### src/rtl/assert_macros.svh
// ----------------------------------------------------------------------------
// Assertion macros shared by the heading pipeline modules.
// Each macro expects i_clk and i_rst_n to be visible in the module.
// ----------------------------------------------------------------------------
`ifndef ASSERT_MACROS_SVH
`define ASSERT_MACROS_SVH

// Same-cycle implication, disabled while reset is asserted
`define CHK_IMPLY(label, ante, cons, msg) \
    label: assert property (@(posedge i_clk) disable iff (!i_rst_n) (ante) |-> (cons)) \
        else $error(msg);

// Next-cycle implication, disabled while reset is asserted
`define CHK_NEXT(label, ante, cons, msg) \
    label: assert property (@(posedge i_clk) disable iff (!i_rst_n) (ante) |=> (cons)) \
        else $error(msg);

`endif

### src/rtl/chxy_pkg.sv
// ----------------------------------------------------------------------------
// chxy_pkg
// Shared constants, arctangent table and control type for the heading block.
// ----------------------------------------------------------------------------
`default_nettype none

package chxy_pkg;

    // Binary angle: 2^32 is one full turn
    localparam int ANGLE_BITS  = 32;
    localparam int GUARD_BITS  = 24;
    localparam int TABLE_LEN   = 24;
    localparam int TABLE_IDX_W = $clog2(TABLE_LEN);

    localparam logic [ANGLE_BITS-1:0] ANG_ZERO = 32'h0000_0000;
    localparam logic [ANGLE_BITS-1:0] ANG_HALF = 32'h8000_0000;

    // atan(2^-i) as a binary angle, rounded to nearest
    localparam logic [ANGLE_BITS-1:0] ARC_TABLE [TABLE_LEN] = '{
        32'h20000000, 32'h12E4051E, 32'h09FB385B, 32'h051111D4,
        32'h028B0D43, 32'h0145D7E1, 32'h00A2F61E, 32'h00517C55,
        32'h0028BE53, 32'h00145F2F, 32'h000A2F98, 32'h000517CC,
        32'h00028BE6, 32'h000145F3, 32'h0000A2FA, 32'h0000517D,
        32'h000028BE, 32'h0000145F, 32'h00000A30, 32'h00000518,
        32'h0000028C, 32'h00000146, 32'h000000A3, 32'h00000051
    };

    // Control that travels with each beat down the pipeline
    typedef struct packed {
        logic valid;
        logic y_zero;
        logic x_neg;
    } t_ctl;

endpackage

`default_nettype wire

### src/rtl/chxy_prerot.sv
// ----------------------------------------------------------------------------
// chxy_prerot
// Input stage: sign-extend the readings, turn the vector into the right
// half-plane and scale by the guard bits.
// ----------------------------------------------------------------------------
`default_nettype none
`include "assert_macros.svh"

module chxy_prerot #(
    parameter int SAMPLE_BITS = 16,
    parameter int DW          = 43
) (
    input  wire logic                          i_clk,
    input  wire logic                          i_rst_n,
    input  wire logic                          i_start,
    input  wire logic signed [SAMPLE_BITS-1:0] i_field_x,
    input  wire logic signed [SAMPLE_BITS-1:0] i_field_y,
    output logic signed [DW-1:0]               o_x,
    output logic signed [DW-1:0]               o_y,
    output logic [chxy_pkg::ANGLE_BITS-1:0]    o_ang,
    output chxy_pkg::t_ctl                     o_ctl
);
    import chxy_pkg::*;

    logic signed [DW-1:0]   w_xe;
    logic signed [DW-1:0]   w_ye;
    logic                   w_neg;
    logic signed [DW-1:0]   n_x;
    logic signed [DW-1:0]   n_y;
    logic [ANGLE_BITS-1:0]  n_ang;
    t_ctl                   n_ctl;
    logic signed [DW-1:0]   r_x;
    logic signed [DW-1:0]   r_y;
    logic [ANGLE_BITS-1:0]  r_ang;
    t_ctl                   r_ctl;

    // Extend, flip into the right half-plane, add guard bits
    always_comb begin
        w_xe         = DW'(i_field_x);
        w_ye         = DW'(i_field_y);
        w_neg        = i_field_x[SAMPLE_BITS-1];
        n_x          = (w_neg ? -w_xe : w_xe) <<< GUARD_BITS;
        n_y          = (w_neg ? -w_ye : w_ye) <<< GUARD_BITS;
        n_ang        = w_neg ? ANG_HALF : ANG_ZERO;
        n_ctl.valid  = i_start;
        n_ctl.y_zero = (i_field_y == '0);
        n_ctl.x_neg  = w_neg;
    end

    // Register the beat's control, cleared under reset
    always_ff @(posedge i_clk) begin
        if (!i_rst_n) begin
            r_ctl <= '0;
        end else begin
            r_ctl <= n_ctl;
        end
    end

    // Capture the data
    always_ff @(posedge i_clk) begin
        r_x   <= n_x;
        r_y   <= n_y;
        r_ang <= n_ang;
    end

    assign o_x   = r_x;
    assign o_y   = r_y;
    assign o_ang = r_ang;
    assign o_ctl = r_ctl;

    `CHK_NEXT(a_neg_seed, i_start && w_neg, o_ang == ANG_HALF && o_ctl.x_neg, "seed lost")

endmodule

`default_nettype wire

### config.mk
export PLATFORM = sky130hd
export DESIGN_NAME = chxy_prerot
export DESIGN_NICKNAME = d
export VERILOG_FILES = /design/src/rtl/chxy_pkg.sv /design/src/rtl/chxy_prerot.sv
export VERILOG_INCLUDE_DIRS = /design/src /design/src/rtl
export SDC_FILE = /design/constraint.sdc
export NUM_CORES = 1
export LEC_CHECK = 0
export ABC_AREA = 1
export BUFFER_PORTS_ARGS = -buffer_cell sky130_fd_sc_hd__buf_2
export CAP_MARGIN = 20
export CORE_AREA = 3 3 79 81
export DETAILED_ROUTE_END_ITERATION = 8
export DIE_AREA = 0 0 82 84
export PLACE_DENSITY = 0.79
export SLEW_MARGIN = 20
export SYNTH_ARGS = -nofsm -noshare
export SYNTH_HDL_FRONTEND = slang
export SYNTH_SLANG_ARGS = --single-unit
### constraint.sdc
create_clock -name i_clk -period 1 [get_ports i_clk]
set_input_delay 0.1 -clock i_clk [delete_from_list [all_inputs] [get_ports i_clk]]
set_output_delay 0.1 -clock i_clk [all_outputs]
set_load 0.01 [all_outputs]
==> run metrics <==
Pwr Density=approximately 1300 nW/um^2; cell accounting for the most synthesized area=dfxtp_1; Die Span Y=between 80 and 90 um; worst setup margin=about 0.17 ns; Tmin final=about 0.83 ns; commonest non-fill, non-tap cells in the layout=conb_1 (82), buf_2 (76), nand2_1 (75); Comb power frac=0.213; Worst EP arrival=around 0.73 ns; Synth area leaders=dfxtp_1 (35%), buf_4 (25%), nand2_1 (12%); Seq pwr share=0.494; HP Class=in2reg; vias in the first global route=roughly 1,800; Setup Buffers After CTS=0; maximum vdd ir drop=~580 uV; CTS tree=built; Final Hold Viols=0; die area=6890 um^2; wire length per cell=between 9 and 10 um; Setup crit start kind=flip-flop; Mapped Cells=between 300 and 400; post-synth cell types=22; switching share of power=0.289; RSZ-0062 raised after global routing=false; first-pass GRT wire length=around 7300 um; Die X=a little over 80 um; Place WS=-0.178 ns; gp weighted congestion=about 0.85; antenna viol nets, final=0; detailed-route DRC error count=0; Starting Density=0.437; initial antenna violation count=0; H-Tree Depth=2; crit-path cells=buf_2; static leakage=1.62 nW; uppermost routed layer=met4; # fillers=roughly 570; Detail Placement HPWL=4050 um; vias per cell=around 3.9; Crit path depth=1; Peak Freq=roughly 1200 MHz; crit path from=o_ctl[1]; Synth Area per Inst=around 7.5 um^2; CP required=approximately 0.90 ns; initial drt markers=34; diode count=0; Buffers on Ports=76; Crit path largest cell delay=0.33 ns; Max Cap Viol=0; hold_ws=between 0.02 and 0.025 ns; # IOs=approximately 160; end of the critical path=o_ctl[1]; Placeable Area=around 5500 um^2; Longest Clk Path Bufs=2; Layout area overhead=14.5%; cell row count=27; Worst-path clk slew=around 0.070 ns; Total GRT Usage=0.136; clock share of power=0.293; element type at the critical path end=output pin; Internal Power=around 0.0026 W; met3 WL=just under 500 um; sequential element share of the synthesized area=0.348; Tcrit/Tclk final=0.834; Fin Setup TNS=0 ns; worst-path maximum fanout=1; Post-Syn Area=roughly 2400 um^2; CP top delay family=flip-flops; top cell type's share of synthesized area=0.348; Tot Pwr=around 0.0037 W; WL met1=around 1800 um; Final setup viols=0; layout cell share with drive strength beyond 1=0.277; sinks on the clock net=42; NetSw=0.00108 W; final slew viol count=0; Pre-antenna DRT Iters=4; worst path bufs/invs=1; clock root buffer=clkbuf_8; largest net degree at the start of global routing=22; Slowest cell on crit path=dfxtp_1; Synth Register Bits=42; critical path type=reg2out; Routed Wire Length=around 4800 um; global route total overflow=0; number of warnings issued by yosys=0; via count=between 1,500 and 2,000; TritonCTS buffer count=5; leading cell type in the layout, fill and taps excluded=conb_1; Final nets=around 450; met2 wire length=2460 um; status=finished, final reports clean
[cell families (layout without fill, tap and decap cells)]
group,Yosys count,count (layout),share of synthesized area
DFF,42,42,0.348
buffers and inverters,120,132,0.313
other,1,82,0.00155
adders and majority gates,2,2,0.0103
AOI/OAI and AO/OA,6,6,0.0140
xor gates and xnor gates,13,13,0.0471
and+or+nand+nor,138,138,0.266
[state kept, by name (all words and copies together), names as in the netlist]
signal,cells
o_ang,1
o_y,19
o_x,19
o_ctl,3
[worst min-delay path by stage]
stage | start | to | slack, ns | cells past startpoint
6_report | i_field_y[0] | o_y[24] | 0.02 | 2
5_1_grt | i_field_y[5] | o_y[29] | 0.02 | 2
4_1_cts | i_field_y[5] | o_y[29] | 0.005 | 2
3_5_place_dp | i_field_x[0] | o_x[24] | 0.23 | 1
3_3_place_gp | i_field_x[0] | o_x[24] | 0.22 | 1
2_1_floorplan | i_field_x[15] | o_ang[31] | 0.13 | 0
[per-stage QoR]
step | instance area [um^2] | instances | utilization
floorplan | 2720 | 403 | -
global placement | 2660 | 477 | 0.479
detailed placement | 2660 | 477 | 0.479
CTS | 2770 | 487 | 0.499
global route | 2770 | 487 | 0.500
finish | 2770 | 487 | 0.500
[metal layers]
metal | up-vias | GRT usage
li1 | 995 | -
met5 | - | 0
met4 | 0 | 0.0468
met1 | 825 | 0.137
met2 | 95 | 0.253
met3 | 2 | 0.0432
[synthesized netlist by cell type]
library cell  instances
buf_4                81
nand2_1              75
dfxtp_1              42
inv_1                32
nand3_1              25
nor2_1               17
xor2_1               12
nand3_2               6
inv_2                 5
nand2_2               5
nor2_4                4
o21ai_0               4
buf_2                 2
ha_1                  2
nand3b_1              2
nor3_1                2
conb_1                1
nand4_1               1
nor2_2                1
o21ai_1               1
o21ai_2               1
xnor2_1               1
[power groups by stage]
stage | Sequential [W] | Clock, W | Combinational, W
floorplan | 0.00196 | 0 | 0.000625
CTS | 0.00184 | 0.00115 | 0.000792
finish | 0.00184 | 0.00109 | 0.000794
detailed placement | 0.00188 | 0 | 0.000785
global route | 0.00185 | 0.00121 | 0.000892
global placement | 0.00188 | 0 | 0.000769
[final cells by class]
class | instances | area [um^2] | area share
clock buffer | 7 | 86.3 | 0.0312
clock inverter | 1 | 5.00 | 0.00181
inverter | 37 | 139 | 0.0502
multi-input combinational | 241 | 1130 | 0.407
sequential | 42 | 841 | 0.304
tap | 72 | 90.1 | 0.0325
timing repair buffer | 87 | 480 | 0.174
[timing repair]
action                                  CTS  global route
endpoints found under the setup margin    0             1
endpoints found under the hold margin     2             0
resized for setup                         0             1
hold buffers                              2             0
No activity file was read; power rests on OpenSTA's default activity.
