### src/rtl/assert_macros.svh
// ----------------------------------------------------------------------------
// Assertion macros shared by the heading pipeline modules.
// Each macro expects i_clk and i_rst_n to be visible in the module.
// ----------------------------------------------------------------------------
`ifndef ASSERT_MACROS_SVH
`define ASSERT_MACROS_SVH

// Same-cycle implication, disabled while reset is asserted
`define CHK_IMPLY(label, ante, cons, msg) \
    label: assert property (@(posedge i_clk) disable iff (!i_rst_n) (ante) |-> (cons)) \
        else $error(msg);

// Next-cycle implication, disabled while reset is asserted
`define CHK_NEXT(label, ante, cons, msg) \
    label: assert property (@(posedge i_clk) disable iff (!i_rst_n) (ante) |=> (cons)) \
        else $error(msg);

`endif

### src/rtl/chxy_pkg.sv
// ----------------------------------------------------------------------------
// chxy_pkg
// Shared constants, arctangent table and control type for the heading block.
// ----------------------------------------------------------------------------
`default_nettype none

package chxy_pkg;

    // Binary angle: 2^32 is one full turn
    localparam int ANGLE_BITS  = 32;
    localparam int GUARD_BITS  = 24;
    localparam int TABLE_LEN   = 24;
    localparam int TABLE_IDX_W = $clog2(TABLE_LEN);

    localparam logic [ANGLE_BITS-1:0] ANG_ZERO = 32'h0000_0000;
    localparam logic [ANGLE_BITS-1:0] ANG_HALF = 32'h8000_0000;

    // atan(2^-i) as a binary angle, rounded to nearest
    localparam logic [ANGLE_BITS-1:0] ARC_TABLE [TABLE_LEN] = '{
        32'h20000000, 32'h12E4051E, 32'h09FB385B, 32'h051111D4,
        32'h028B0D43, 32'h0145D7E1, 32'h00A2F61E, 32'h00517C55,
        32'h0028BE53, 32'h00145F2F, 32'h000A2F98, 32'h000517CC,
        32'h00028BE6, 32'h000145F3, 32'h0000A2FA, 32'h0000517D,
        32'h000028BE, 32'h0000145F, 32'h00000A30, 32'h00000518,
        32'h0000028C, 32'h00000146, 32'h000000A3, 32'h00000051
    };

    // Control that travels with each beat down the pipeline
    typedef struct packed {
        logic valid;
        logic y_zero;
        logic x_neg;
    } t_ctl;

endpackage

`default_nettype wire

### src/rtl/chxy_scale.sv
// ----------------------------------------------------------------------------
// chxy_scale
// Output stages: scale the binary angle to degrees, round to nearest, wrap
// a full turn to zero and apply the y-zero special cases.
// ----------------------------------------------------------------------------
`default_nettype none
`include "assert_macros.svh"

module chxy_scale #(
    parameter int ANGLE_FRAC_BITS = 6,
    parameter int HW              = 15
) (
    input  wire logic                             i_clk,
    input  wire logic                             i_rst_n,
    input  wire logic [chxy_pkg::ANGLE_BITS-1:0]  i_ang,
    input  wire chxy_pkg::t_ctl                   i_ctl,
    output logic                                  o_valid,
    output logic [HW-1:0]                         o_heading
);
    import chxy_pkg::*;

    localparam int           PW   = ANGLE_BITS + HW;
    localparam logic [HW-1:0] FULL = HW'(360 * (2 ** ANGLE_FRAC_BITS));
    localparam logic [HW-1:0] HALF = HW'(180 * (2 ** ANGLE_FRAC_BITS));
    localparam logic [PW-1:0] RND  = PW'(ANG_HALF);

    logic [PW-1:0] r_prod;
    t_ctl          r_ctl;
    logic [PW-1:0] w_sum;
    logic [HW-1:0] w_h;
    logic [HW-1:0] n_heading;
    logic [HW-1:0] r_heading;
    logic          r_valid;

    // Stage one: multiply by a full turn in output units
    always_ff @(posedge i_clk) begin
        r_prod <= PW'(i_ang) * PW'(FULL);
    end

    always_ff @(posedge i_clk) begin
        if (!i_rst_n) begin
            r_ctl <= '0;
        end else begin
            r_ctl <= i_ctl;
        end
    end

    // Stage two: round, wrap, pick the axis cases
    always_comb begin
        w_sum = r_prod + RND;
        w_h   = w_sum[PW-1:ANGLE_BITS];
        if (r_ctl.y_zero) begin
            n_heading = r_ctl.x_neg ? HALF : '0;
        end else if (w_h >= FULL) begin
            n_heading = '0;
        end else begin
            n_heading = w_h;
        end
    end

    always_ff @(posedge i_clk) begin
        if (!i_rst_n) begin
            r_valid <= 1'b0;
        end else begin
            r_valid <= r_ctl.valid;
        end
    end

    always_ff @(posedge i_clk) begin
        r_heading <= n_heading;
    end

    assign o_valid   = r_valid;
    assign o_heading = r_heading;

    `CHK_NEXT(a_scale_valid, i_ctl.valid, ##1 o_valid, "beat dropped in output stages")
    `CHK_IMPLY(a_heading_range, o_valid, o_heading < FULL, "heading reached a full turn")

endmodule

`default_nettype wire

### config.mk
export PLATFORM = sky130hd
export DESIGN_NAME = chxy_scale
export DESIGN_NICKNAME = d
export VERILOG_FILES = /design/src/rtl/chxy_pkg.sv /design/src/rtl/chxy_scale.sv
export VERILOG_INCLUDE_DIRS = /design/src /design/src/rtl
export SDC_FILE = /design/constraint.sdc
export NUM_CORES = 1
export LEC_CHECK = 0
export ABC_AREA = 1
export BUFFER_PORTS_ARGS = -buffer_cell sky130_fd_sc_hd__buf_2
export CAP_MARGIN = 25
export CELL_PAD_IN_SITES_DETAIL_PLACEMENT = 1
export CELL_PAD_IN_SITES_GLOBAL_PLACEMENT = 1
export CORE_MARGIN = 4
export CORE_UTILIZATION = 45
export CTS_CLUSTER_SIZE = 30
export DETAILED_ROUTE_END_ITERATION = 10
export PLACE_DENSITY_LB_ADDON = 0.08
export SYNTH_ARGS = -nofsm -noshare
export SYNTH_HDL_FRONTEND = slang
export SYNTH_SLANG_ARGS = --single-unit
export TNS_END_PERCENT = 50
### constraint.sdc
create_clock -name i_clk -period 3.9 [get_ports i_clk]
set_input_delay 0.39 -clock i_clk [delete_from_list [all_inputs] [get_ports i_clk]]
set_output_delay 0.39 -clock i_clk [all_outputs]
set_load 0.01 [all_outputs]
==> impl_summary.md <==
Run status
The flow ran to the end, and the final reports show no timing, DRC or antenna violations.

Placement
Once placement completed, the tool counted placed cells totaling 944. The worst-case setup slack after placement is 0.258 ns. The count of buffers added on input and output ports is 52.

Once detailed placement completed, the half-perimeter wirelength came to 13100 µm. The placer congestion estimate is 0.848.

Layout
Cells with a size suffix above 1 make up 9.52% of the layout. The final standard cell utilization of the core is 51.4%. The count of non-filler cells in the finished layout is 952. The relative area change from synthesis to final layout is 11.2%.

The net count reported at finish is 975. Fill cells in the final layout number 1573. The final antenna diode count is 0.

Critical path
For this run, the slowest stage of the critical path takes 0.55 ns. The critical path launch point type is a primary input. Grouping stages by cell kind, the critical path spends the most delay in adder cells. Traced cell by cell, the critical path runs through buf_2 > ha_1 > fa_1 > inv_1 > fa_1 > inv_1 > ha_1 > nand2_1 > nor2_1 > nand2_1 > nor2_1 > nand4_1 > nand4_1 > nand2_1. The class of the most critical setup path is primary input to flip-flop.

Counting both buffers and inverters, the worst setup path holds a total of 3. The type of element capturing the critical path is a flip-flop. In this run the worst path has a maximum fanout of 5. In this design, the critical path's most frequently occurring cell is sky130_fd_sc_hd__nand2_1. The required time at the worst-slack endpoint is 4.08 ns. The worst endpoint data arrival time is 3.48 ns. Among all stages on the critical path, the largest delay is contributed by sky130_fd_sc_hd__fa_1.

STA
The smallest clock period supported by the final layout is computed as 3.30 ns. The portion of the clock cycle consumed by the worst path in the final layout is 84.7%. Summed over all failing endpoints, the final setup total negative slack is 0 ns. The number of max-slew violations in the final report is 0. The achievable clock frequency is 303 MHz. At the pin with the least slew margin, the transition time is 0.414 ns. The hold violation count in the final report is 0. Setup repair after global routing left no endpoint under its margin. The worst slew margin relative to its limit is 72.1%. Across the routed clock network, the largest skew measured is 0.00527 ns.

Setup violations remaining at the end of the flow were counted as 0. The smallest setup slack after layout is 0.597 ns.

Floorplan
The die outline area is 13600 µm². The number of top-level design ports is 53. In this run the standard cell core region covers 11500 µm². The site row count is 39. The height of the die is 117 µm.

For this configuration, the core starts out at a cell density of 46.2%. The width of the die is 117 µm.

Synth
The number of nets in the synthesized netlist is 916. The synthesized area per cell is 7.11 µm². The commonest cells after synthesis are sky130_fd_sc_hd__nand2_1 (168), sky130_fd_sc_hd__inv_1 (154), sky130_fd_sc_hd__ha_1 (87).

Sorting the synthesized cells by area gives the leading types as sky130_fd_sc_hd__ha_1 (20%), sky130_fd_sc_hd__fa_1 (16%), sky130_fd_sc_hd__dfxtp_1 (13%). Counting flops with a built-in enable in the synthesized netlist gives 0. During synthesis, Yosys emitted a total of 0 warnings. The sequential share of the synthesized area is 13.2%. The top flip-flop cell by instance count after synthesis is sky130_fd_sc_hd__dfxtp_1. The library cell with the highest instance count after synthesis is sky130_fd_sc_hd__nand2_1.

The synthesized design devotes to its leading area cell type 20.4% of total area. The async set or reset register ratio after synthesis is 0%. The synthesized design spends more area on one cell type than any other, namely sky130_fd_sc_hd__ha_1.

After synthesis the netlist holds a flip-flop and latch count of 35. The number of unique standard cell types used by synthesis is 29. Synthesis produced 749 cells.

The synthesized netlist occupies a cell area of 5320 µm².

CTS
After clock tree synthesis, the clock-pin slew on the worst setup and hold paths is 0.05 ns. The number of buffers inserted by hold repair at cts is 0. The maximum level of the CTS H-tree is 2. The clock tree from TritonCTS is yes. Post-CTS repair changed the size of 0 cells. Buffers inserted during clock tree synthesis total 5.

The root buffer cell is sky130_fd_sc_hd__clkbuf_16. The post-CTS repair timing setup buffer count is 0. The clock sink total is 35.

The buffer levels on the longest clock path is 2. At the later pin of the worst-skew pair, clock insertion delay measures 0.28 ns.

Global route
The number of antenna violations at the first check in global routing is 0. Entering global routing, the biggest net connects 11 pins. For this run, the total global-route usage over all layers was measured as 22.1%.

The global-route wire length before repair is 24300 µm. The number of global-route vias before repair came to 5291. For this run the aggregate overflow at the end of global routing stands at 0.

Detailed routing
In the final routed layout, each cell accounts on average for 15.0 µm. The DRC violation count after routing is 0. The pre-antenna-repair detailed-routing pass consisted of 4 iterations. The via total after detailed routing is 4893. The remaining number of nets flagged by the antenna check after routing is 0. In the routed layout, each cell is associated on average with a via count of 5.14. After the first detailed-routing iteration, the DRC count stood at 144. The routed wire length is 14300 µm.

Power and ir drop
IR analysis of the VDD net gives a maximum drop of 174 µV. In this run the static leakage power is 0.00333 µW. The total power draw is 3500 µW. The power per standard cell area is 590 nW/µm².

Run
The tool flagged a number of max-cap violations equal to 0.

Min path
The worst hold-check path type is primary input to flip-flop.
==> placed cells by master (no fill, tap or decap), types with 8 or more instances in the layout <==
cell type and instances:
sky130_fd_sc_hd__nand2_1 168, sky130_fd_sc_hd__inv_1 154, sky130_fd_sc_hd__ha_1 87, sky130_fd_sc_hd__nor2_1 69, sky130_fd_sc_hd__buf_2 52, sky130_fd_sc_hd__a21oi_1 45
sky130_fd_sc_hd__fa_1 43, sky130_fd_sc_hd__dfxtp_1 35, sky130_fd_sc_hd__nand3_1 31, sky130_fd_sc_hd__o21ai_0 24, sky130_fd_sc_hd__xor2_1 18, sky130_fd_sc_hd__nand4_1 14
sky130_fd_sc_hd__a21o_1 11, sky130_fd_sc_hd__xnor2_1 9, sky130_fd_sc_hd__nor2_2 8
==> worst reg2reg max path, cell delays in order, from the launching register on <==
cell	delay, ns
sky130_fd_sc_hd__dfxtp_1	0.35
sky130_fd_sc_hd__ha_1	0.24
sky130_fd_sc_hd__nand3_2	0.15
sky130_fd_sc_hd__nor2_2	0.19
sky130_fd_sc_hd__nand4_1	0.10
sky130_fd_sc_hd__nand2_1	0.11
sky130_fd_sc_hd__inv_2	0.07
sky130_fd_sc_hd__nor2_2	0.12
sky130_fd_sc_hd__nand3_4	0.11
sky130_fd_sc_hd__nand3_4	0.15
sky130_fd_sc_hd__nor2_1	0.06
==> power breakdown <==
group | internal, µW | switching, µW
Sequential | 523 | 106
Clock | 272 | 140
Combinational | 881 | 1570
Total | 1680 | 1820
==> logic make-up after synthesis <==
family                     share of synthesized area (%)
and+or+nand+nor                                     24.9
buffers and inverters                               11.0
adders and majority gates                           36.6
AOI/OAI and AO/OA                                   9.87
DFF                                                 13.2
xor gates and xnor gates                            4.44
==> through the flow <==
stage	hold WS [ns]	area [µm²]
CTS	0.286	5920
global placement	0.392	5760
detailed placement	0.416	5760
finish	0.288	5920
floorplan	0.390	5320
global route	0.292	5920
==> state kept, by name (all words and copies together) (netlist names) <==
name and cells:
r_prod 16, o_heading 15, r_ctl 3, o_valid 1
==> layer usage <==
metal / wire, µm / global-route usage, %
met1: 6540 / 28.4
met2: 7290 / 40.8
met3: 294 / 1.49
met4: 196 / 4.66
met5: 0 / 0
==> path summary, 6_finish.rpt <==
check | from | endpoint | slack, ns | cells past startpoint
hold reg to reg | r_ctl[2] | o_valid | 0.43 | 2
setup reg to reg | r_prod[31] | o_heading[1] | 2.14 | 10
setup / recovery | i_ang[20] | r_prod[46] | 0.60 | 14
hold / removal | i_ctl[2] | r_ctl[2] | 0.29 | 3
==> final cells by class <==
class / instances / area [µm²] / area share [%]
timing repair buffer: 52 / 260 / 4.40
multi-input combinational: 558 / 4040 / 68.2
clock buffer: 8 / 156 / 2.64
sequential: 35 / 701 / 11.8
tap: 143 / 179 / 3.02
inverter: 156 / 586 / 9.89
(Power assumes the default switching activity.)
