[src/rtl/assert_macros.svh]
// ----------------------------------------------------------------------------
// Assertion macros shared by the heading pipeline modules.
// Each macro expects i_clk and i_rst_n to be visible in the module.
// ----------------------------------------------------------------------------
`ifndef ASSERT_MACROS_SVH
`define ASSERT_MACROS_SVH

// Same-cycle implication, disabled while reset is asserted
`define CHK_IMPLY(label, ante, cons, msg) \
    label: assert property (@(posedge i_clk) disable iff (!i_rst_n) (ante) |-> (cons)) \
        else $error(msg);

// Next-cycle implication, disabled while reset is asserted
`define CHK_NEXT(label, ante, cons, msg) \
    label: assert property (@(posedge i_clk) disable iff (!i_rst_n) (ante) |=> (cons)) \
        else $error(msg);

`endif

[src/rtl/chxy_pkg.sv]
// ----------------------------------------------------------------------------
// chxy_pkg
// Shared constants, arctangent table and control type for the heading block.
// ----------------------------------------------------------------------------
`default_nettype none

package chxy_pkg;

    // Binary angle: 2^32 is one full turn
    localparam int ANGLE_BITS  = 32;
    localparam int GUARD_BITS  = 24;
    localparam int TABLE_LEN   = 24;
    localparam int TABLE_IDX_W = $clog2(TABLE_LEN);

    localparam logic [ANGLE_BITS-1:0] ANG_ZERO = 32'h0000_0000;
    localparam logic [ANGLE_BITS-1:0] ANG_HALF = 32'h8000_0000;

    // atan(2^-i) as a binary angle, rounded to nearest
    localparam logic [ANGLE_BITS-1:0] ARC_TABLE [TABLE_LEN] = '{
        32'h20000000, 32'h12E4051E, 32'h09FB385B, 32'h051111D4,
        32'h028B0D43, 32'h0145D7E1, 32'h00A2F61E, 32'h00517C55,
        32'h0028BE53, 32'h00145F2F, 32'h000A2F98, 32'h000517CC,
        32'h00028BE6, 32'h000145F3, 32'h0000A2FA, 32'h0000517D,
        32'h000028BE, 32'h0000145F, 32'h00000A30, 32'h00000518,
        32'h0000028C, 32'h00000146, 32'h000000A3, 32'h00000051
    };

    // Control that travels with each beat down the pipeline
    typedef struct packed {
        logic valid;
        logic y_zero;
        logic x_neg;
    } t_ctl;

endpackage

`default_nettype wire

[src/rtl/chxy_cordic_stage.sv]
// ----------------------------------------------------------------------------
// chxy_cordic_stage
// One registered vectoring micro-rotation: drive y towards zero and
// accumulate the matching arctangent.
// ----------------------------------------------------------------------------
`default_nettype none
`include "assert_macros.svh"

module chxy_cordic_stage #(
    parameter int DW    = 43,
    parameter int STAGE = 0
) (
    input  wire logic                             i_clk,
    input  wire logic                             i_rst_n,
    input  wire logic signed [DW-1:0]             i_x,
    input  wire logic signed [DW-1:0]             i_y,
    input  wire logic [chxy_pkg::ANGLE_BITS-1:0]  i_ang,
    input  wire chxy_pkg::t_ctl                   i_ctl,
    output logic signed [DW-1:0]                  o_x,
    output logic signed [DW-1:0]                  o_y,
    output logic [chxy_pkg::ANGLE_BITS-1:0]       o_ang,
    output chxy_pkg::t_ctl                        o_ctl
);
    import chxy_pkg::*;

    localparam logic [TABLE_IDX_W-1:0] IDX = TABLE_IDX_W'(STAGE);

    logic signed [DW-1:0]   w_xs;
    logic signed [DW-1:0]   w_ys;
    logic signed [DW-1:0]   n_x;
    logic signed [DW-1:0]   n_y;
    logic [ANGLE_BITS-1:0]  n_ang;
    logic signed [DW-1:0]   r_x;
    logic signed [DW-1:0]   r_y;
    logic [ANGLE_BITS-1:0]  r_ang;
    t_ctl                   r_ctl;

    // Rotate by +/- atan(2^-STAGE) depending on the sign of y
    always_comb begin
        w_xs = i_x >>> STAGE;
        w_ys = i_y >>> STAGE;
        if (!i_y[DW-1]) begin
            n_x   = i_x + w_ys;
            n_y   = i_y - w_xs;
            n_ang = i_ang + ARC_TABLE[IDX];
        end else begin
            n_x   = i_x - w_ys;
            n_y   = i_y + w_xs;
            n_ang = i_ang - ARC_TABLE[IDX];
        end
    end

    // Advance the control
    always_ff @(posedge i_clk) begin
        if (!i_rst_n) begin
            r_ctl <= '0;
        end else begin
            r_ctl <= i_ctl;
        end
    end

    // Advance the data
    always_ff @(posedge i_clk) begin
        r_x   <= n_x;
        r_y   <= n_y;
        r_ang <= n_ang;
    end

    assign o_x   = r_x;
    assign o_y   = r_y;
    assign o_ang = r_ang;
    assign o_ctl = r_ctl;

    `CHK_NEXT(a_stage_valid, i_ctl.valid, o_ctl.valid, "beat dropped in rotation stage")

endmodule

`default_nettype wire

[config.mk]
export PLATFORM = sky130hd
export DESIGN_NAME = chxy_cordic_stage
export DESIGN_NICKNAME = d
export VERILOG_FILES = /design/src/rtl/chxy_pkg.sv /design/src/rtl/chxy_cordic_stage.sv
export VERILOG_INCLUDE_DIRS = /design/src /design/src/rtl
export SDC_FILE = /design/constraint.sdc
export NUM_CORES = 1
export LEC_CHECK = 0
export BUFFER_PORTS_ARGS = -buffer_cell sky130_fd_sc_hd__buf_2
export CAP_MARGIN = 20
export CELL_PAD_IN_SITES_DETAIL_PLACEMENT = 0
export CELL_PAD_IN_SITES_GLOBAL_PLACEMENT = 1
export CORE_MARGIN = 2
export CORE_UTILIZATION = 36
export CTS_BUF_LIST = sky130_fd_sc_hd__clkbuf_16
export CTS_CLUSTER_SIZE = 8
export DETAILED_ROUTE_END_ITERATION = 16
export PLACE_DENSITY = 0.88
export SLEW_MARGIN = 10
export SYNTH_ARGS = -nofsm -noshare
export SYNTH_HDL_FRONTEND = slang
export SYNTH_SLANG_ARGS = --single-unit
export TNS_END_PERCENT = 5
[constraint.sdc]
create_clock -name i_clk -period 2.68 [get_ports i_clk]
set_input_delay 0.402 -clock i_clk [delete_from_list [all_inputs] [get_ports i_clk]]
set_output_delay 0.402 -clock i_clk [all_outputs]
set_load 0.005 [all_outputs]
==> results of run 1 <==
[stage by stage]
stage	instances	power, µW	worst slack (ns)	hold WS [ns]	setup TNS [ns]
6_report	2345	8150	-0.0421	0.0714	-0.0540
5_1_grt	2345	8570	-0.112	0.0555	-0.877
4_1_cts	2341	8030	-0.0579	0.0522	-0.233
3_5_place_dp	2304	5550	-0.719	0.506	-26.44
3_3_place_gp	2304	5530	-0.719	0.504	-24.28
2_1_floorplan	1317	3750	-0.0602	0.430	-0.265
[power by group]
group / internal, µW / leakage, µW / switching, µW
Sequential: 2130 / 0.00101 / 107
Clock: 1450 / 0.000285 / 938
Combinational: 1700 / 0.00655 / 1830
Total: 5270 / 0.00785 / 2870
[how the worst min path moves through the flow]
stage	start	to	slack [ns]	depth (start not counted)
floorplan	i_ang[0]	o_ang[0]$_DFF_P_	0.43	0
global placement	i_ang[13]	o_ang[13]$_DFF_P_	0.50	1
detailed placement	i_ang[22]	o_ang[22]$_DFF_P_	0.51	1
CTS	i_ang[22]	o_ang[22]$_DFF_P_	0.05	1
global route	i_ang[25]	o_ang[25]$_DFF_P_	0.06	1
finish	i_ang[8]	o_ang[8]$_DFF_P_	0.07	1
[state kept, by name, summed over array words and instances (netlist names)]
name and cells:
o_ang 32, o_x 42, o_ctl 3, o_y 43
[layout by cell type (no fill, tap or decap), drive strengths merged, types with 8 or more instances in the layout]
master	count
buf	676
a21oi	195
inv	146
ha	126
dfxtp	120
nor2	100
o21ai	85
xnor2	80
nand2	76
mux2i	29
nand4	27
nand3	26
o21bai	25
nor3	24
o31ai	21
a21o	18
clkbuf	18
nor4	15
o21a	13
o211ai	13
clkinv	11
a211oi	8
a31oi	8
a21boi	8
[repair_timing]
| item | 4_1_cts | 5_1_grt |
|---|---|---|
| buffers inserted | 5 | 4 |
| pin swaps | 13 | 35 |
| endpoints found under the hold margin | 0 | 0 |
| cloned | 0 | 0 |
| resized for setup | 35 | 85 |
| setup endpoints to repair | 34 | 42 |
[per-layer routing]
layer / global-route usage / vias up / share of wire
li1: - / 5884 / -
met1: 0.372 / 5706 / 0.45
met2: 0.445 / 568 / 0.45
met3: 0.0474 / 72 / 0.076
met4: 0.0940 / 0 / 0.028
met5: 0 / - / 0
[logic make-up after synthesis]
kind of cell             Yosys count  synth area share
AO/OA/AOI/OAI                    448             0.277
AND/OR/NAND/NOR                  298             0.137
buffers and inverters            207            0.0787
adder cells (fa/ha/maj)          130             0.165
flip-flops                       120             0.239
XOR/XNOR                          84            0.0732
multiplexers                      30            0.0300
[worst max-delay path: cells and delay by family]
family / cells / cell delay, ns
and+or+nand+nor: 2 / 0.09
adders and majority gates: 1 / 0.32
xor gates and xnor gates: 1 / 0.16
buffers and inverters: 2 / 0.25
AOI/OAI and AO/OA: 7 / 1.86
[area by class of cell]
class | count | area share
repair buffers | 677 | 0.284
inverters | 148 | 0.0348
clock inverters | 15 | 0.0101
well taps | 378 | 0.0297
clock buffers | 17 | 0.0267
multi-input cells | 990 | 0.464
flip-flops and latches | 120 | 0.151
==> impl_summary.log, run 1 <==
[metrics] run status: finished with violations
[metrics] violated checks: negative setup slack
[metrics] Final ANT Viol Nets: 0
[metrics] total global routing overflow: 0
[metrics] count of port buffers added during placement: 243
[metrics] cell type with the largest total area after synthesis: sky130_fd_sc_hd__dfxtp_1
[metrics] cell types with the highest counts after synthesis: sky130_fd_sc_hd__a21oi_1 (194), sky130_fd_sc_hd__inv_1 (144), sky130_fd_sc_hd__ha_1 (126), sky130_fd_sc_hd__dfxtp_1 (120), sky130_fd_sc_hd__nor2_1 (100)
[metrics] Distinct cells, synth: 71
[metrics] yosys warns: 0
[metrics] share of post-route cells with drive strength above 1: 0.408
[metrics] number of standard cells after synthesis: 1317
[metrics] CTS tree: done
[metrics] number of global-route vias before repair: 11.8k
[metrics] Global Route Usage Sum: 0.276
[metrics] Yosys reg bits: 120
[metrics] number of nets in the finished design: 2207
[metrics] Sequential Area: 0.00240 mm²
[metrics] vias per cell: roughly 5.2
[metrics] number of antenna violations at the first check in global routing: 0
[metrics] critical path startpoint: i_y[3]
[metrics] number of rows in the core area: between 60 and 70
[metrics] series of cell instances along the critical path: buf_2, ha_4, nor2_2, a221oi_2, o41ai_4, a221o_1, a41o_4, a31o_4, o21ai_4, buf_6, nor2_1, a311oi_2, xnor2_1
[metrics] kind of start point of the critical path: primary input
[metrics] # diodes: 0
[metrics] root cell of the clock tree: sky130_fd_sc_hd__clkbuf_16
[metrics] Cell Area, Placed: approximately 0.015 mm²
[metrics] chip height: 171 µm
[metrics] slowest stage cell on the critical path: sky130_fd_sc_hd__a221o_1
[metrics] count of max-cap constraint violations: 0
[metrics] slew at the pin closest to its max-slew limit: around 0.57 ns
[metrics] number of buffers inserted for hold repair after clock tree synthesis: 0
[metrics] HPWL reported at the end of detailed placement: between 30 and 40 mm
[metrics] mean post-synth cell area: 7.63 µm²
[metrics] first-pass iteration count of the detailed router: 5
[metrics] clock buffer count from CTS: 17
[metrics] Area contributors post-synth: sky130_fd_sc_hd__dfxtp_1 (24%), sky130_fd_sc_hd__ha_1 (16%), sky130_fd_sc_hd__a21oi_1 (9.7%)
[metrics] # H-tree levels: 4
[metrics] final critical-path setup slack: -0.0421 ns
[metrics] Max Transition Viols Final: 0
[metrics] RSZ-0062 raised after global routing: true
[metrics] routed wirelength normalized by instance count: 17.8 µm
[metrics] worst hold path class: in -> reg
[metrics] end point of the critical path: o_x[37]$_DFF_P_
[metrics] category of the most critical setup path: in -> reg
[metrics] effective utilization at floorplan: 0.364
[metrics] post-synthesis instance area: 0.0101 mm²
[metrics] total wire length after detailed routing: 41.7 mm
[metrics] count of endpoints failing hold in the final timing report: 0
[metrics] largest net degree at the start of global routing: 99
[metrics] Clock transition at path regs: 0.07 ns
[metrics] final design area excluding fillers: 0.0159 mm²
[metrics] first-pass GRT wire length: 62.5 mm
[metrics] share of the synthesized area in the top cell type: 0.239
[metrics] Area Growth Syn to Fin: 58.7%
[metrics] most common flop cell mapped by yosys: sky130_fd_sc_hd__dfxtp_1
[metrics] data arrival time of the critical path: roughly 3.1 ns
[metrics] total vias in the final route: 12.2k
[metrics] Total Die Area: 0.0293 mm²
[metrics] combined area of the multi-input logic cells: roughly 0.0074 mm²
[metrics] CP peak stage delay: 0.38 ns
[metrics] Crit path required time: 3.04 ns
[metrics] Critical Path End Type: flop
[metrics] time the final worst path needs with I/O delays and setup: 2.72 ns
[metrics] EDFF count, synth: 0
[metrics] Pleak: 0.00785 µW
[metrics] # setup viols final: 2
[metrics] relative slew slack: 0.613
[metrics] area inside the core boundary: 0.0276 mm²
[metrics] number of filler cells placed in the layout: 2624
[metrics] post-synthesis async set-or-reset flop share: 0
[metrics] 1st-iter DRT viols: 1001
[metrics] most common cell in the netlist: sky130_fd_sc_hd__a21oi_1
[metrics] Synth Net Count: 1570
[metrics] Horiz. Die Dim: approximately 170 µm
[metrics] ports placed on the boundary: approximately 240
[metrics] worst-case clock buffer depth: 2
[metrics] weighted congestion reported at the end of routability-driven placement: just under 1
[metrics] worst supply voltage drop on vdd: roughly 0.38 mV
[metrics] number of sinks on the clock net: 120
[metrics] final critical-path share of the clock period: 1.02
[metrics] total power per unit cell area: 511 mW/mm²
[metrics] Max Fclk: 0.367 GHz
[metrics] part of the Yosys area used for sequential elements: 0.239
[metrics] utilization of the core after routing: 0.577
[metrics] DRC violation count after routing: 0
[metrics] top fanout value on the critical path: 5
No activity file was read; power rests on OpenSTA's default activity.
==> run 2, diff against run 1 <==
--- a/config.mk
+++ b/config.mk
@@ -11,11 +11,12 @@
 export CELL_PAD_IN_SITES_DETAIL_PLACEMENT = 0
 export CELL_PAD_IN_SITES_GLOBAL_PLACEMENT = 1
 export CORE_MARGIN = 2
-export CORE_UTILIZATION = 36
+export CORE_UTILIZATION = 30
 export CTS_BUF_LIST = sky130_fd_sc_hd__clkbuf_16
 export CTS_CLUSTER_SIZE = 8
 export DETAILED_ROUTE_END_ITERATION = 16
-export PLACE_DENSITY = 0.88
+export PLACE_DENSITY = 0.77
+export SKIP_LAST_GASP = 1
 export SLEW_MARGIN = 10
 export SYNTH_ARGS = -nofsm -noshare
 export SYNTH_HDL_FRONTEND = slang
==> run 2 against run 1 <==
The flow now finishes without violations. Worst setup slack better by 0.054 ns. Power is 0.40% higher. Clock-buffer cell count unchanged. Sequential power barely moved. Clock power about the same. Critical path depth unchanged. Wire length up 3.6%. First-iteration DRC count down 22%. Via count decreased by 1.7%. Die area up 20%.
==> impl_summary.log, run 2 (synthesis gave the netlist of run 1 again) <==
[metrics] Global Route Usage Sum: 0.240 (was 0.276)
[metrics] worst hold margin: 0.0576 ns (was 0.0714 ns)
[metrics] # placed instances: 2370 (was 2304)
[metrics] worst hold path class: in -> reg (unchanged)
[metrics] chip height: 187 µm (was 171 µm)
[metrics] routed wirelength normalized by instance count: 17.9 µm (was 17.8 µm)
[metrics] area inside the core boundary: 0.0333 mm² (was 0.0276 mm²)
[metrics] first-pass GRT wire length: 65.9 mm (was 62.5 mm)
[metrics] slew at the pin closest to its max-slew limit: 0.785 ns (was 0.566 ns)
[metrics] Critical Path End Type: flop (unchanged)
[metrics] number of sinks on the clock net: 120 (unchanged)
[metrics] HPWL reported at the end of detailed placement: 35.3 mm (was 34.0 mm)
[metrics] vias per cell: 4.98 (was 5.22)
[metrics] RSZ-0062 raised after global routing: true (unchanged)
[metrics] time the final worst path needs with I/O delays and setup: 2.67 ns (was 2.72 ns)
[metrics] Max Transition Viols Final: 0 (unchanged)
[metrics] Non-Filler Instances: 2412 (was 2345)
[metrics] ports placed on the boundary: 244 (unchanged)
[metrics] switching portion of total power: 0.346 (was 0.353)
[metrics] most frequent cells in the layout: sky130_fd_sc_hd__buf_4 (426), sky130_fd_sc_hd__buf_2 (240), sky130_fd_sc_hd__a21oi_1 (180), sky130_fd_sc_hd__inv_1 (145), sky130_fd_sc_hd__dfxtp_1 (120) (was sky130_fd_sc_hd__buf_4 (429), sky130_fd_sc_hd__buf_2 (239), sky130_fd_sc_hd__a21oi_1 (180), sky130_fd_sc_hd__inv_1 (141), sky130_fd_sc_hd__dfxtp_1 (120))
[metrics] number of global-route vias before repair: 12.0k (was 11.8k)
[metrics] net switching power figure: 2830 µW (was 2870 µW)
[metrics] Crit path required time: 3.02 ns (was 3.04 ns)
[metrics] run status: complete, no violations (was finished with violations)
[metrics] total wire length after detailed routing: 43.2 mm (was 41.7 mm)
[metrics] data arrival time of the critical path: 3.01 ns (was 3.08 ns)
[metrics] number of rows in the core area: 67 (was 61)
[metrics] # setup viols final: 0 (was 2)
[metrics] # H-tree levels: 4 (unchanged)
[metrics] number of flip-flops in the largest register: 43 (unchanged)
[metrics] top fanout value on the critical path: 7 (was 5)
[metrics] total global routing overflow: 0 (unchanged)
[metrics] Clock transition at path regs: 0.05 ns (was 0.07 ns)
[metrics] count of port buffers added during placement: 243 (unchanged)
[metrics] most common cell after layout, fill and taps aside: sky130_fd_sc_hd__buf_4 (unchanged)
[metrics] Endpoint, Worst Hold: o_ang[14]$_DFF_P_ (was o_ang[8]$_DFF_P_)
[metrics] Final ANT Viol Nets: 0 (unchanged)
[metrics] 1st-iter DRT viols: 777 (was 1001)
[metrics] Sum Neg Setup Slack: 0 ns (was -0.0540 ns)
[metrics] Total Die Area: 0.0350 mm² (was 0.0293 mm²)
[metrics] worst supply voltage drop on vdd: 0.497 mV (was 0.378 mV)
[metrics] count of endpoints failing hold in the final timing report: 0 (unchanged)
[metrics] relative slew slack: 0.471 (was 0.613)
[metrics] Pleak: 0.00782 µW (was 0.00785 µW)
[metrics] clock buffer count from CTS: 17 (unchanged)
[metrics] worst hold path stage count: 1 (unchanged)
[metrics] number of nets in the finished design: 2204 (was 2207)
[metrics] category of the most critical setup path: in -> reg (unchanged)
[metrics] sequential cell fraction of total power: 0.274 (was 0.275)
[metrics] DRC violation count after routing: 0 (unchanged)
[metrics] Max Fclk: 0.375 GHz (was 0.367 GHz)
[metrics] Area Growth Syn to Fin: 58.5% (was 58.7%)
[metrics] part of the power in the clock network: 0.295 (was 0.293)
[metrics] weighted congestion reported at the end of routability-driven placement: 0.963 (was 0.978)
[metrics] utilization of the core after routing: 0.479 (was 0.577)
[metrics] total power per unit cell area: 513 mW/mm² (was 511 mW/mm²)
[metrics] final critical-path share of the clock period: 0.996 (was 1.02)
[metrics] Horiz. Die Dim: 187 µm (was 171 µm)
[metrics] largest net degree at the start of global routing: 99 (unchanged)
[metrics] effective utilization at floorplan: 0.302 (was 0.364)
[metrics] total vias in the final route: 12.0k (was 12.2k)
[metrics] kind of start point of the critical path: primary input (unchanged)
[metrics] first-pass iteration count of the detailed router: 5 (unchanged)
[metrics] root cell of the clock tree: sky130_fd_sc_hd__clkbuf_16 (unchanged)
[metrics] share of post-route cells with drive strength above 1: 0.404 (was 0.408)
[metrics] worst-case clock buffer depth: 2 (unchanged)
[metrics] number of antenna violations at the first check in global routing: 0 (unchanged)
[metrics] CTS tree: done (unchanged)
[metrics] internal portion of total power: 5350 µW (was 5270 µW)
[metrics] # diodes: 0 (unchanged)
[metrics] count of max-cap constraint violations: 0 (unchanged)
[metrics] Hold Crit Start: i_ang[14] (was i_ang[8])
[metrics] power share of the combinational group: 0.431 (was 0.433)
run 2: worst max path at each step:
| stage | startpoint | to | slack, ns |
|---|---|---|---|
| after detailed placement | i_x[0] | o_x[40]$_DFF_P_ | -0.73 |
| after CTS | i_x[17] | o_y[42]$_DFF_P_ | -0.06 |
| after floorplan | i_x[10] | o_y[29]$_DFF_P_ | -0.06 |
| after global placement | i_x[0] | o_x[40]$_DFF_P_ | -0.68 |
| after global routing | i_x[7] | o_x[36]$_DFF_P_ | -0.09 |
| final | i_x[6] | o_y[29]$_DFF_P_ | 0.01 |
run 2: area by class of cell:
type / count / area [µm²]
flip-flops and latches: 120 / 2400
inverters: 148 / 556
repair buffers: 674 / 4500
fillers: 3360 / 17300
multi-input cells: 990 / 7320
clock inverters: 15 / 169
well taps: 448 / 561
clock buffers: 17 / 425
run 2: timing repair:
item,4_1_cts,5_1_grt
hold buffers,0,0
endpoints found under the setup margin,28,43
buffers inserted,3,8
endpoints found under the hold margin,0,0
gates resized for setup,28,80
cloned,0,0
pin swaps,12,35
run 2: metrics by stage:
stage	setup WS (ns)	power (µW)	cell area, µm²
2_1_floorplan	-0.0602	3750	10100
5_1_grt	-0.0933	8600	15900
3_3_place_gp	-0.683	5570	14800
4_1_cts	-0.0581	8090	15600
6_report	0.0115	8180	15900
3_5_place_dp	-0.732	5590	14800
run 2: power by group through the flow:
stage | combinational, µW | sequential (µW) | clock (µW)
floorplan | 1440 | 2310 | 0
global placement | 3290 | 2280 | 0
detailed placement | 3310 | 2280 | 0
CTS | 3370 | 2250 | 2470
global route | 3790 | 2270 | 2540
finish | 3520 | 2240 | 2410
run 2: worst max-delay path: stages:
cell and delay, ns:
sky130_fd_sc_hd__buf_2 0.11, sky130_fd_sc_hd__inv_1 0.05, sky130_fd_sc_hd__ha_2 0.32, sky130_fd_sc_hd__buf_4 0.17
sky130_fd_sc_hd__a21oi_1 0.24, sky130_fd_sc_hd__o21bai_1 0.11, sky130_fd_sc_hd__a31o_2 0.25, sky130_fd_sc_hd__a31o_4 0.28
sky130_fd_sc_hd__a31oi_4 0.22, sky130_fd_sc_hd__o31ai_1 0.10, sky130_fd_sc_hd__a2111oi_1 0.37, sky130_fd_sc_hd__a21oi_1 0.09
sky130_fd_sc_hd__xnor2_1 0.27
run 2: per-layer routing:
| metal | global-route usage | share of wire |
|---|---|---|
| met4 | 0.0781 | 0.025 |
| met3 | 0.0458 | 0.067 |
| met5 | 0 | 0 |
| met2 | 0.391 | 0.45 |
| met1 | 0.318 | 0.45 |
